===== src/hw/rtl/tpq_pkg.sv =====
// ----------------------------------------------------------------------------
// tpq_pkg
// Shared types and codes for the two-level priority FIFO.
// ----------------------------------------------------------------------------
`default_nettype none

package tpq_pkg;

    // request kinds carried in tuser
    localparam logic REQ_ENQ = 1'b0;
    localparam logic REQ_DEQ = 1'b1;

    // result status codes
    localparam logic [1:0] ST_OK    = 2'd0;
    localparam logic [1:0] ST_EMPTY = 2'd1;
    localparam logic [1:0] ST_FULL  = 2'd2;

    // field widths fixed by the interface
    localparam int unsigned ITEM_W  = 16;
    localparam int unsigned COUNT_W = 5;

    // depth of the command queue between front and back
    localparam int unsigned QUEUE_DEPTH = 2;
    localparam int unsigned QUEUE_PW    = 1;

    // command issued by the front: what the back does and the result fields
    typedef struct packed {
        logic               wr_en;       // write store entry
        logic               rd_en;       // read store entry into result
        logic               out_high;    // level of the dequeued word
        logic [1:0]         status;
        logic [COUNT_W-1:0] item_count;
        logic               queue_empty;
    } t_cmd_meta;

endpackage

`default_nettype wire


===== src/hw/rtl/two_level_priority_fifo.sv =====
// ----------------------------------------------------------------------------
// two_level_priority_fifo
// Two-level priority queue, first in first out within each level.
//
// Request beats enter on the s_axis channel: tuser[0] is the kind
// (0 enqueue, 1 dequeue), tuser[1] the level of an enqueued word and
// tdata[15:0] the word. Every request gives one result beat on m_axis with
// the dequeued word, its level, a status, the count held and an empty flag.
// High-level words always leave before low-level ones; an enqueue with
// CAPACITY words held is dropped with status full, a dequeue with none held
// returns status empty.
// Throughput: one request per cycle while the command queue has room; the
// front updates the ring pointers in the cycle a beat is accepted; the back
// does one memory access per cycle while its result register can be loaded.
// Each request passes the command queue register, then the registered read.
// Reset clears pointers, counts and the command queue; the word memory is
// not cleared, as only written entries are ever read.
// A stalled receiver holds the result beat; the command queue fills and
// then s_axis tready drops until the receiver takes beats again.
// ----------------------------------------------------------------------------
`default_nettype none

module two_level_priority_fifo
    import tpq_pkg::*;
#(
    parameter int unsigned CAPACITY   = 16,
    parameter int unsigned DATA_WIDTH = 16
) (
    input  wire logic        i_clk,
    input  wire logic        i_rst_n,
    input  wire logic        i_s_axis_tvalid,
    output logic             o_s_axis_tready,
    input  wire logic [15:0] i_s_axis_tdata,   // item_data
    input  wire logic [1:0]  i_s_axis_tuser,   // req_type, is_high
    output logic             o_m_axis_tvalid,
    input  wire logic        i_m_axis_tready,
    output logic [23:0]      o_m_axis_tdata,   // out_data, status, item_count, queue_empty
    output logic [0:0]       o_m_axis_tuser    // out_high
);

    localparam int unsigned STORE_W = (DATA_WIDTH < ITEM_W) ? DATA_WIDTH : ITEM_W;
    localparam int unsigned AW      = $clog2(CAPACITY) + 1;
    localparam int unsigned Q_W     = $bits(t_cmd_meta) + AW + STORE_W;

    logic               push_valid, push_ready;
    t_cmd_meta          push_meta, pop_meta, res_meta;
    logic [AW-1:0]      push_addr, pop_addr;
    logic [STORE_W-1:0] push_data, pop_data;
    logic               pop_valid, pop_req;
    logic [ITEM_W-1:0]  res_data;

    tpq_front #(
        .CAPACITY (CAPACITY),
        .STORE_W  (STORE_W)
    ) u_front (
        .i_clk       (i_clk),
        .i_rst_n     (i_rst_n),
        .i_valid     (i_s_axis_tvalid),
        .o_ready     (o_s_axis_tready),
        .i_req_type  (i_s_axis_tuser[0]),
        .i_item_data (i_s_axis_tdata),
        .i_is_high   (i_s_axis_tuser[1]),
        .o_cmd_valid (push_valid),
        .i_cmd_ready (push_ready),
        .o_cmd_meta  (push_meta),
        .o_cmd_addr  (push_addr),
        .o_cmd_data  (push_data)
    );

    tpq_queue #(
        .WIDTH (Q_W)
    ) u_queue (
        .i_clk   (i_clk),
        .i_rst_n (i_rst_n),
        .i_push  (push_valid),
        .o_ready (push_ready),
        .i_data  ({push_meta, push_addr, push_data}),
        .o_valid (pop_valid),
        .i_pop   (pop_req),
        .o_data  ({pop_meta, pop_addr, pop_data})
    );

    tpq_back #(
        .CAPACITY (CAPACITY),
        .STORE_W  (STORE_W)
    ) u_back (
        .i_clk       (i_clk),
        .i_rst_n     (i_rst_n),
        .i_cmd_valid (pop_valid),
        .o_cmd_pop   (pop_req),
        .i_cmd_meta  (pop_meta),
        .i_cmd_addr  (pop_addr),
        .i_cmd_data  (pop_data),
        .o_valid     (o_m_axis_tvalid),
        .i_ready     (i_m_axis_tready),
        .o_out_data  (res_data),
        .o_meta      (res_meta)
    );

    // result beat packing
    assign o_m_axis_tdata = {res_meta.queue_empty, res_meta.item_count,
                             res_meta.status, res_data};
    assign o_m_axis_tuser = res_meta.out_high;

endmodule

`default_nettype wire


===== src/hw/rtl/tpq_front.sv =====
// ----------------------------------------------------------------------------
// tpq_front
// Accepts requests, keeps the ring pointers and level counts, decides the
// outcome of each request and issues a store command to the back end.
// ----------------------------------------------------------------------------
`default_nettype none

module tpq_front
    import tpq_pkg::*;
#(
    parameter int unsigned CAPACITY = 16,
    parameter int unsigned STORE_W  = 16
) (
    input  wire logic                          i_clk,
    input  wire logic                          i_rst_n,
    input  wire logic                          i_valid,
    output logic                               o_ready,
    input  wire logic                          i_req_type,
    input  wire logic [ITEM_W-1:0]             i_item_data,
    input  wire logic                          i_is_high,
    output logic                               o_cmd_valid,
    input  wire logic                          i_cmd_ready,
    output t_cmd_meta                          o_cmd_meta,
    output logic [$clog2(CAPACITY):0]          o_cmd_addr,
    output logic [STORE_W-1:0]                 o_cmd_data
);

    localparam int unsigned IW = $clog2(CAPACITY);
    localparam int unsigned CW = $clog2(CAPACITY + 1);

    logic [IW-1:0] r_high_head, r_high_tail, r_low_head, r_low_tail;
    logic [IW-1:0] n_high_head, n_high_tail, n_low_head, n_low_tail;
    logic [CW-1:0] r_high_cnt, r_low_cnt, n_high_cnt, n_low_cnt;
    logic [CW:0]   total, n_total;
    logic [CW+COUNT_W:0] count_ext;
    logic [ITEM_W+STORE_W-1:0] word_ext;
    logic          accept;

    function automatic logic [IW-1:0] ring_next(input logic [IW-1:0] idx);
        ring_next = (idx == IW'(CAPACITY - 1)) ? '0 : idx + 1'b1;
    endfunction

    assign o_ready     = i_cmd_ready;
    assign accept      = i_valid & i_cmd_ready;
    assign o_cmd_valid = accept;

    // keep the low bits of the word that the store holds
    assign word_ext   = {{STORE_W{1'b0}}, i_item_data};
    assign o_cmd_data = word_ext[STORE_W-1:0];

    // decide the outcome of the request
    always_comb begin
        n_high_head = r_high_head;
        n_high_tail = r_high_tail;
        n_low_head  = r_low_head;
        n_low_tail  = r_low_tail;
        n_high_cnt  = r_high_cnt;
        n_low_cnt   = r_low_cnt;
        o_cmd_addr  = '0;
        o_cmd_meta  = '0;
        o_cmd_meta.status = ST_OK;
        total = {1'b0, r_high_cnt} + {1'b0, r_low_cnt};

        if (i_req_type == REQ_ENQ) begin
            if (total >= (CW+1)'(CAPACITY)) begin
                o_cmd_meta.status = ST_FULL;
            end else if (i_is_high) begin
                o_cmd_meta.wr_en = 1'b1;
                o_cmd_addr  = {1'b1, r_high_tail};
                n_high_tail = ring_next(r_high_tail);
                n_high_cnt  = r_high_cnt + 1'b1;
            end else begin
                o_cmd_meta.wr_en = 1'b1;
                o_cmd_addr  = {1'b0, r_low_tail};
                n_low_tail  = ring_next(r_low_tail);
                n_low_cnt   = r_low_cnt + 1'b1;
            end
        end else begin
            if (r_high_cnt != '0) begin
                o_cmd_meta.rd_en    = 1'b1;
                o_cmd_meta.out_high = 1'b1;
                o_cmd_addr  = {1'b1, r_high_head};
                n_high_head = ring_next(r_high_head);
                n_high_cnt  = r_high_cnt - 1'b1;
            end else if (r_low_cnt != '0) begin
                o_cmd_meta.rd_en = 1'b1;
                o_cmd_addr  = {1'b0, r_low_head};
                n_low_head  = ring_next(r_low_head);
                n_low_cnt   = r_low_cnt - 1'b1;
            end else begin
                o_cmd_meta.status = ST_EMPTY;
            end
        end

        n_total   = {1'b0, n_high_cnt} + {1'b0, n_low_cnt};
        count_ext = {{COUNT_W{1'b0}}, n_total};
        o_cmd_meta.item_count  = count_ext[COUNT_W-1:0];
        o_cmd_meta.queue_empty = (n_total == '0);
    end

    // pointer and count state
    always_ff @(posedge i_clk) begin
        if (!i_rst_n) begin
            r_high_head <= '0;
            r_high_tail <= '0;
            r_low_head  <= '0;
            r_low_tail  <= '0;
            r_high_cnt  <= '0;
            r_low_cnt   <= '0;
        end else if (accept) begin
            r_high_head <= n_high_head;
            r_high_tail <= n_high_tail;
            r_low_head  <= n_low_head;
            r_low_tail  <= n_low_tail;
            r_high_cnt  <= n_high_cnt;
            r_low_cnt   <= n_low_cnt;
        end
    end

endmodule

`default_nettype wire


===== src/hw/rtl/tpq_queue.sv =====
// ----------------------------------------------------------------------------
// tpq_queue
// Short command queue between front and back, so that each side can stall
// on its own.
// ----------------------------------------------------------------------------
`default_nettype none

module tpq_queue
    import tpq_pkg::*;
#(
    parameter int unsigned WIDTH = 32
) (
    input  wire logic             i_clk,
    input  wire logic             i_rst_n,
    input  wire logic             i_push,
    output logic                  o_ready,
    input  wire logic [WIDTH-1:0] i_data,
    output logic                  o_valid,
    input  wire logic             i_pop,
    output logic [WIDTH-1:0]      o_data
);

    logic [WIDTH-1:0]      r_slot [QUEUE_DEPTH];
    logic [QUEUE_PW-1:0]   r_wr_ptr, r_rd_ptr;
    logic [QUEUE_PW:0]     r_cnt;
    logic                  do_push, do_pop;

    assign o_ready = (r_cnt != (QUEUE_PW+1)'(QUEUE_DEPTH));
    assign o_valid = (r_cnt != '0);
    assign o_data  = r_slot[r_rd_ptr];
    assign do_push = i_push & o_ready;
    assign do_pop  = i_pop & o_valid;

    // entry storage
    always_ff @(posedge i_clk) begin
        if (do_push) begin
            r_slot[r_wr_ptr] <= i_data;
        end
    end

    // pointers and fill count
    always_ff @(posedge i_clk) begin
        if (!i_rst_n) begin
            r_wr_ptr <= '0;
            r_rd_ptr <= '0;
            r_cnt    <= '0;
        end else begin
            if (do_push) begin
                r_wr_ptr <= r_wr_ptr + 1'b1;
            end
            if (do_pop) begin
                r_rd_ptr <= r_rd_ptr + 1'b1;
            end
            unique case ({do_push, do_pop})
                2'b10:   r_cnt <= r_cnt + 1'b1;
                2'b01:   r_cnt <= r_cnt - 1'b1;
                default: r_cnt <= r_cnt;
            endcase
        end
    end

endmodule

`default_nettype wire


===== src/hw/rtl/tpq_back.sv =====
// ----------------------------------------------------------------------------
// tpq_back
// Carries out store commands on the word memory and holds the result beat
// in an output register until the receiver takes it.
// ----------------------------------------------------------------------------
`default_nettype none

module tpq_back
    import tpq_pkg::*;
#(
    parameter int unsigned CAPACITY = 16,
    parameter int unsigned STORE_W  = 16
) (
    input  wire logic                      i_clk,
    input  wire logic                      i_rst_n,
    input  wire logic                      i_cmd_valid,
    output logic                           o_cmd_pop,
    input  wire t_cmd_meta                 i_cmd_meta,
    input  wire logic [$clog2(CAPACITY):0] i_cmd_addr,
    input  wire logic [STORE_W-1:0]        i_cmd_data,
    output logic                           o_valid,
    input  wire logic                      i_ready,
    output logic [ITEM_W-1:0]              o_out_data,
    output t_cmd_meta                      o_meta
);

    localparam int unsigned AW        = $clog2(CAPACITY) + 1;
    localparam int unsigned MEM_DEPTH = 1 << AW;

    // both levels share one memory, level bit on top of the address
    logic [STORE_W-1:0]        r_store [MEM_DEPTH];
    logic [STORE_W-1:0]        r_rd_data;
    t_cmd_meta                 r_meta;
    logic                      r_valid;
    logic [ITEM_W+STORE_W-1:0] rd_ext;

    assign o_cmd_pop = i_cmd_valid & (!r_valid | i_ready);
    assign o_valid   = r_valid;
    assign o_meta    = r_meta;
    assign rd_ext    = {{ITEM_W{1'b0}}, r_rd_data};
    assign o_out_data = r_meta.rd_en ? rd_ext[ITEM_W-1:0] : '0;

    // word memory, read data registered as the result word
    always_ff @(posedge i_clk) begin
        if (o_cmd_pop) begin
            if (i_cmd_meta.wr_en) begin
                r_store[i_cmd_addr] <= i_cmd_data;
            end
            if (i_cmd_meta.rd_en) begin
                r_rd_data <= r_store[i_cmd_addr];
            end
        end
    end

    // result fields
    always_ff @(posedge i_clk) begin
        if (o_cmd_pop) begin
            r_meta <= i_cmd_meta;
        end
    end

    // result valid
    always_ff @(posedge i_clk) begin
        if (!i_rst_n) begin
            r_valid <= 1'b0;
        end else if (o_cmd_pop) begin
            r_valid <= 1'b1;
        end else if (i_ready) begin
            r_valid <= 1'b0;
        end
    end

endmodule

`default_nettype wire


===== config.mk =====
export PLATFORM = sky130hd
export DESIGN_NAME = two_level_priority_fifo
export DESIGN_NICKNAME = d
export VERILOG_FILES = /design/src/hw/rtl/tpq_pkg.sv /design/src/hw/rtl/two_level_priority_fifo.sv /design/src/hw/rtl/tpq_front.sv /design/src/hw/rtl/tpq_queue.sv /design/src/hw/rtl/tpq_back.sv
export SDC_FILE = /design/constraint.sdc
export NUM_CORES = 1
export LEC_CHECK = 0
export BUFFER_PORTS_ARGS = -buffer_cell sky130_fd_sc_hd__buf_2
export CORE_ASPECT_RATIO = 0.6
export CORE_MARGIN = 1.5
export CORE_UTILIZATION = 30
export DETAILED_ROUTE_END_ITERATION = 8
export PLACE_DENSITY = 0.47
export SYNTH_ARGS = -nofsm -noshare
export SYNTH_HDL_FRONTEND = slang
export SYNTH_SLANG_ARGS = --single-unit

===== constraint.sdc =====
create_clock -name i_clk -period 4.7 [get_ports i_clk]
set_input_delay 0.47 -clock i_clk [delete_from_list [all_inputs] [get_ports i_clk]]
set_output_delay 0.47 -clock i_clk [all_outputs]
set_load 0.03 [all_outputs]

==> flow_summary.ini, run 1 <==
[status]
status = finished, final reports clean

[timing]
tns_ns = 0
holdWs_ns = 0.0461
slew_headroom = 0.139
min_period_ns = 4.13
setup_viol = 0
max_slew.worst_pin.slew_ns = 1.29
finalHoldViolCount = 0
maxSlewViolCount = 0
fin_crit_sh = 0.879
max_freq_ghz = 0.242
skew_ns = 0.0376
rsz0062_at_grt = false

[synthesis]
synth_top_area_share = 0.722
yosysSeqAreaShare = 0.748
synth_area_sq_um = 25000
synth_area_leaders = edfxtp_1, mux4_2, dfxtp_1
synthCells = 1315
yosysTopAreaCell = edfxtp_1
synth_edf_count = 602
synth_ff_type = edfxtp_1
postSynthNetCount = 1356
yosysMostFrequentCell = edfxtp_1
async_flop_share = 0
synth_commonest_cells = edfxtp_1, mux4_2, a22oi_1
ys_ff_latch = 634
syn_avg_cell_area_sq_um = 19.0
yosysUniqueCellTypes = 68
yosys_warnings = 0

[layout]
area_growth_pct = 16.2
fin_util = 0.355
nets = 1470
layout-drive-gt1-share = 0.266
layout.cells.non_filler = 2562

[drt]
dr_total_vias = 13100
wire_per_inst_um = 26.5
wl_um = 68000
first_pass_iters = 5
dr.first_iter.drc_count = 1459
vias_per_cell = 5.10
route.antenna.remaining_nets = 0
drc_errors = 0

[clock_network]
cts_buffers = 60
cts_tree = built
clkSinkCount = 634
post_cts_resized = 0
clk_pin_slew_worst_paths_ns = 0.07
clockBufferDepth = 3
cts_root_buf = clkbuf_16
clk_latency_ns = 0.65
ctsHtreeMaxLevel = 2

[global_routing]
track_usage = 0.161
first_global_vias = 12900
grt-ovfl-total = 0
grt_antenna_before_repair = 0
grt_max_degree = 97
grt_pass1_wl_um = 97000

[pwr]
p_switching_mw = 5.13
pwr_density_cell_nw_per_um2 = 568
max-vdd-ir-drop_uv = 291
power_frac_seq = 0.439
p_comb_frac = 0.254
clkPwrFrac = 0.308
switching_share = 0.310
p_int_mw = 11.4
leakagePower_nw = 9.21

[min_path]
min_path_cells = 1
hp-class = input pin to flip-flop

[setup_path]
crit_path_end_kind = flip-flop
cp-start-kind = flip-flop
rr_worst_depth = 10
worstPathRequired_ns = 5.14
cp_data_arrival_time_ns = 4.58
path_class = flip-flop to flip-flop
path_max_fanout = 10

[place]
dp_hpwl_um = 42800
placed_cells = 2435
gp_congestion = 0.827
port_buffers = 48

[floorplan]
pin_count = 49
dieWidth_um = 376
die_y_um = 227
core_sq_um = 82000
initial_core_util = 0.305
dieArea_sq_um = 85200
fp-row-count = 81

[flow_run]
cap_violations = 0
-- power by group through the flow --
| stage | logic [mW] | registers (mW) | clock network, mW |
|---|---|---|---|
| after global routing | 4.51 | 7.29 | 5.44 |
| final | 4.19 | 7.25 | 5.08 |
| after floorplan | 2.69 | 7.27 | 0 |
| after global placement | 4.17 | 7.37 | 0 |
| after CTS | 4.22 | 7.26 | 5.19 |
| after detailed placement | 4.20 | 7.38 | 0 |
-- repair_timing --
| item | 4_1_cts | 5_1_grt |
|---|---|---|
| hold buffers | 11 | 0 |
| buffers inserted | 0 | 0 |
| setup endpoints to repair | 0 | 0 |
| hold endpoints to repair | 22 | 0 |
-- layout make-up --
type	instances	area, sq um
Tap cell	1079	1350
Timing Repair Buffer	121	841
Fill cell	7625	52900
Multi-Input combinational cell	598	6050
Clock buffer	70	1580
Clock inverter	43	474
Antenna cell	3	7.51
Inverter	14	52.6
Sequential cell	634	18700
-- final timing paths --
kind                          start                      to  slack (ns)
min reg2reg  u_front.r_high_head[3]  u_front.r_high_head[3]        0.52
max            u_front.r_low_cnt[3]   u_queue.r_slot[1][21]        0.57
max reg2reg    u_front.r_low_cnt[3]   u_queue.r_slot[1][21]        0.57
min               i_s_axis_tdata[9]    u_queue.r_slot[0][9]        0.05
-- state kept, by name, indices dropped and copies added (netlist names), named ones only --
name and flops:
u_back.r_store 512, u_queue.r_slot 64, u_back.r_rd_data 16, u_back.o_meta 10
u_front.r_high_cnt 5, u_front.r_low_cnt 5, u_front.r_high_head 4, u_front.r_high_tail 4
u_front.r_low_head 4, u_front.r_low_tail 4, u_queue.r_cnt 2, u_back.o_valid 1
u_queue.r_rd_ptr 1, u_queue.r_wr_ptr 1
-- per-stage QoR --
| step | worst slack [ns] | area, sq um | total power [mW] |
|---|---|---|---|
| 3_5_place_dp | 0.606 | 26900 | 11.6 |
| 3_3_place_gp | 0.634 | 26900 | 11.5 |
| 5_1_grt | 0.260 | 29100 | 17.2 |
| 6_report | 0.566 | 29100 | 16.5 |
| 4_1_cts | 0.572 | 29100 | 16.7 |
| 2_1_floorplan | 1.28 | 25000 | 9.96 |
-- placed cells by master, fill, tap and decap left out, drive strengths merged, types with 6 or more instances in the layout --
master	count
a21boi	13
a21oi	18
a22o	10
a22oi	75
and2	28
and3	6
buf	110
bufinv	9
clkbuf	70
clkinv	32
dfxtp	32
dlygate4sd3	11
edfxtp	602
ha	18
inv	14
mux2	32
mux2i	10
mux4	114
nand2	39
nand2b	7
nand3	26
nand4	16
nor2	48
nor2b	9
nor3	8
o21ai	32
or4	9
xnor2	14
-- logic make-up after synthesis --
logic type / after synthesis / share of synthesized area
adder cells (fa/ha/maj): 19 / 0.00980
AO/OA/AOI/OAI: 193 / 0.0545
buffers and inverters: 83 / 0.0159
XOR/XNOR: 16 / 0.00560
multiplexers: 156 / 0.121
AND/OR/NAND/NOR: 214 / 0.0449
flip-flops: 634 / 0.748
-- critical path: stages, from the launching register on --
cell       delay (ns)
dfxtp_1          0.51
ha_1             0.30
a2111oi_1        0.62
o21ai_0          0.40
nor3_1           0.40
xnor2_1          0.10
o21ai_0          0.39
ha_1             0.35
xor2_1           0.20
or4_1            0.40
nor3_1           0.27
-- per-layer routing --
layer,vias to the layer above,global-route usage,part of all wire
met5,-,0,0
met1,6910,0.254,0.50
met2,457,0.211,0.39
met3,60,0.0515,0.094
li1,5641,-,-
met4,0,0.0325,0.014
(Power assumes the default switching activity.)
==> run 2, diff against run 1 <==
Settings changed: GPL_TIMING_DRIVEN from default to 0.
==> flow_summary.ini, run 2 (synthesis gave the netlist of run 1 again) <==
[setup_path]
crit_path_end_kind = flip-flop
path_class = flip-flop to flip-flop
rr_worst_depth = 9
worstPathRequired_ns = 5.05
path_max_fanout = 10
reg2reg_to = u_back.r_store[2][1]
cp-start-kind = flip-flop
rrSetupSlack_ns = 0.28
cp_data_arrival_time_ns = 4.77

[clock_network]
cts_root_buf = clkbuf_16
clkSinkCount = 634
cts_buffers = 61
clk_latency_ns = 0.66
clockBufferDepth = 3
cts_tree = built
ctsHtreeMaxLevel = 2
clk_pin_slew_worst_paths_ns = 0.07

[global_routing]
grt_max_degree = 33
grt-ovfl-total = 0
grt_antenna_before_repair = 5
first_global_vias = 13100
track_usage = 0.172
grt_pass1_wl_um = 103000

[floorplan]
dieArea_sq_um = 85200
fp-row-count = 81
dieWidth_um = 376
initial_core_util = 0.305
pin_count = 49
die_y_um = 227
core_sq_um = 82000

[min_path]
hold_end = u_queue.r_slot[0][8]
hp-class = input pin to flip-flop
hp-start = i_s_axis_tdata[8]
min_path_cells = 1

[layout]
top_register = u_back.r_store
layout_common_cells = edfxtp_1, mux4_2, a22oi_1
fin_util = 0.360
nets = 1514
layout.cells.non_filler = 2603
final_common_cell = edfxtp_1
top_regs = u_back.r_store: 512 flops, u_queue.r_slot: 64 flops, u_back.r_rd_data: 16 flops
diodes = 0
layout-drive-gt1-share = 0.254
largest_register_ffs = 512
area_growth_pct = 18.1

[flow_run]
cap_violations = 0

[pwr]
leakagePower_nw = 9.33
max-vdd-ir-drop_uv = 310
pwr_density_cell_nw_per_um2 = 566

[timing]
rsz0062_at_grt = false
max_slew.worst_pin.slew_ns = 1.25
slew_headroom = 0.146
skew_ns = 0.0161
finalHoldViolCount = 0
fin_crit_sh = 0.940
min_period_ns = 4.42
tns_ns = 0
max_freq_ghz = 0.226
setup_viol = 0
maxSlewViolCount = 0

[drt]
route.antenna.remaining_nets = 0
dr_total_vias = 13700
wire_per_inst_um = 27.9
first_pass_iters = 5
vias_per_cell = 5.25
dr.first_iter.drc_count = 2060
drc_errors = 0
wl_um = 72700

[status]
status = finished, final reports clean

[place]
port_buffers = 46
placed_cells = 2475
gp_congestion = 0.815
dp_hpwl_um = 50300
[run 2: cell types whose count changed in the layout (fill, tap and decap cells not counted), moves of 13 or more]
| cell | delta |
|---|---|
| buf_2 | +16 |
| clkbuf_1 | +40 |
| buf_4 | -47 |
| buf_16 | +13 |
| buf_8 | +20 |
[run 2: layer usage]
metal / GRT usage / part of all wire
met1: 0.280 / 0.49
met2: 0.226 / 0.40
met3: 0.0424 / 0.095
met4: 0.0311 / 0.013
met5: 0 / 0
[run 2: report_power, final]
part | switching, mW | internal (mW)
Sequential | 0.113 | 7.08
Clock | 2.21 | 2.78
Combinational | 3.06 | 1.49
Total | 5.38 | 11.4
[run 2: worst max-delay path by stage]
stage	start	to	slack [ns]	cells past startpoint
2_1_floorplan	u_front.r_low_cnt[3]	u_queue.r_slot[0][21]	1.28	10
3_3_place_gp	flip-flop	u_back.r_store[10][2]	-0.68	8
3_5_place_dp	u_front.r_low_cnt[4]	u_queue.r_slot[0][21]	0.13	9
4_1_cts	u_front.r_high_cnt[4]	u_queue.r_slot[1][21]	0.13	9
5_1_grt	u_front.r_high_cnt[4]	u_queue.r_slot[1][21]	0.11	10
6_report	flip-flop	u_back.r_store[2][1]	0.28	9
[run 2: repair_timing]
action,4_1_cts,5_1_grt
hold buffers,14,0
setup endpoints to repair,0,2
gates resized for setup,0,1
setup buffers,0,0
hold endpoints to repair,28,0
[run 2: through the flow]
stage	power (mW)	hold WS (ns)	cell area (sq um)	setup slack, ns
3_5_place_dp	11.9	0.514	27400	0.134
5_1_grt	17.4	0.0332	29600	0.108
2_1_floorplan	9.96	0.471	25000	1.28
6_report	16.7	0.0609	29600	0.284
4_1_cts	16.9	0.0354	29500	0.127
3_3_place_gp	11.7	0.491	26600	-0.675
[run 2: worst max-delay path, stage by stage (launching register included)]
cell	delay, ns
dfxtp_1	0.31
buf_6	0.13
mux2_4	0.25
buf_2	0.34
clkbuf_1	0.62
buf_4	0.35
buf_2	0.38
nand3_1	0.59
nor2_2	0.88
buf_8	0.24
[run 2: area by class of cell]
class,count,area [sq um]
Fill cell,7538,52400
Timing Repair Buffer,95,1070
Clock inverter,39,413
Tap cell,1079,1350
Clock buffer,75,1580
Buffer,69,345
Sequential cell,634,18700
Multi-Input combinational cell,598,6020
Inverter,14,52.6
==> run 3, diff against run 2 <==
Settings changed: PLACE_DENSITY 0.47 to 0.41.
==> flow_summary.ini, run 3 (synthesis gave the netlist of run 1 again) <==
[status]
status = complete, but fails checks
violations = max-capacitance violations, max-slew violations

[clock_network]
post_cts_resized = 0
ctsHtreeMaxLevel = 3
cts_tree = built
clk_pin_slew_worst_paths_ns = 0.06
cts_hold_buffers = 0
clockBufferDepth = 3
cts_root_buf = clkbuf_16
clk_latency_ns = 0.61
post_cts_buffers = 0
cts_buffers = 66
clkSinkCount = 634

[setup_path]
worstPathRequired_ns = 5.01
cp_num_buf_inv = 6
path_cells = buf_6 > mux2_4 > buf_2 > clkbuf_1 > buf_4 > buf_2 > nand3_1 > nor2_2 > buf_16
cp_data_arrival_time_ns = 4.70
crit_family = buffers and inverters
path_class = flip-flop to flip-flop
crit_path_end_kind = flip-flop
cpPeakStageDelay_ns = 0.83
cp-start-kind = flip-flop
crit_path_frequent_cell = buf_2
cp_slowest_cell = nor2_2
path_max_fanout = 10

[pwr]
pwr_density_cell_nw_per_um2 = 574
p_int_mw = 11.4
max-vdd-ir-drop_uv = 295
clkPwrFrac = 0.299
power_frac_seq = 0.426
p_comb_frac = 0.274
leakagePower_nw = 9.28
p_switching_mw = 5.47
power_mw = 16.9
switching_share = 0.324

[drt]
dr.first_iter.drc_count = 1409
wire_per_inst_um = 29.5
drc_errors = 0
vias_per_cell = 5.17
first_pass_iters = 5
wl_um = 76400
dr_total_vias = 13400
route.antenna.remaining_nets = 0

[layout]
final_design_area_no_fill_sq_um = 29400
diodes = 0
layout_common_cells = edfxtp_1, mux4_2, a22oi_1
area_growth_pct = 17.6
largest_register_ffs = 512
nets = 1498
top_register = u_back.r_store
seq_area_sq_um = 18700
layout-drive-gt1-share = 0.255
final_common_cell = edfxtp_1
multi_input_area_sq_um = 6050
nFillCells = 7566
top_regs = u_back.r_store: 512 flops, u_queue.r_slot: 64 flops, u_back.r_rd_data: 16 flops

[floorplan]
dieArea_sq_um = 85200
initial_core_util = 0.305
die_y_um = 227
core_sq_um = 82000
dieWidth_um = 376
pin_count = 49
fp-row-count = 81

[timing]
slew_headroom = -0.0591
maxSlewViolCount = 7
tns_ns = 0
fin_crit_sh = 0.934
max_freq_ghz = 0.228
min_period_ns = 4.39
setup_viol = 0
rsz0062_at_grt = false
finalHoldViolCount = 0
max_slew.worst_pin.slew_ns = 1.58
skew_ns = 0.0211

[place]
dp_hpwl_um = 52500
port_buffers = 46
gp_congestion = 0.806
place_area_sq_um = 27400

[global_routing]
grt_antenna_before_repair = 3
track_usage = 0.182
grt_pass1_wl_um = 106000
grt-ovfl-total = 0
first_global_vias = 13200
grt_max_degree = 33

[min_path]
hp-class = input pin to flip-flop

[flow_run]
cap_violations = 1
[run 3: cell type report]
class                   count  area share
inverters                  14     0.00178
plain buffers              69      0.0117
clock inverters            36     0.00858
multi-input cells         598       0.206
repair buffers             74      0.0305
clock buffers              81      0.0602
well taps                1079      0.0459
flip-flops and latches    634       0.636
[run 3: final timing paths]
path                                             start                      to  slack (ns)  cells after the start
worst max-delay path                         flip-flop   u_back.r_store[18][2]        0.31                      9
worst min-delay path                 i_s_axis_tdata[4]    u_queue.r_slot[0][4]        0.05                      1
worst max register to register               flip-flop   u_back.r_store[18][2]        0.31                      9
worst min register to register  u_front.r_high_tail[1]  u_front.r_high_tail[1]        0.52                      2
[run 3: metal layers]
layer	share of wire	vias up	global-route usage	wire [um]
li1	-	5696	-	-
met1	0.51	7122	0.290	39300
met2	0.37	460	0.228	28600
met3	0.097	79	0.0688	7390
met4	0.014	0	0.0350	1100
met5	0	-	0	0
[run 3: through the flow]
stage | utilization | cells | worst slack [ns] | hold WS, ns
2_1_floorplan | - | 1315 | 1.28 | 0.471
3_3_place_gp | 0.325 | 2440 | -0.700 | 0.499
3_5_place_dp | 0.334 | 2468 | 0.196 | 0.504
4_1_cts | 0.359 | 2585 | 0.188 | 0.0113
5_1_grt | 0.359 | 2585 | 0.0787 | 0.0225
6_report | 0.359 | 2585 | 0.310 | 0.0523
[run 3: power groups by stage]
stage | Sequential (mW) | Clock, mW | Combinational, mW
floorplan | 7.27 | 0 | 2.69
global placement | 7.33 | 0 | 4.48
detailed placement | 7.32 | 0 | 4.66
CTS | 7.20 | 5.18 | 4.66
global route | 7.23 | 5.39 | 4.97
finish | 7.20 | 5.06 | 4.63
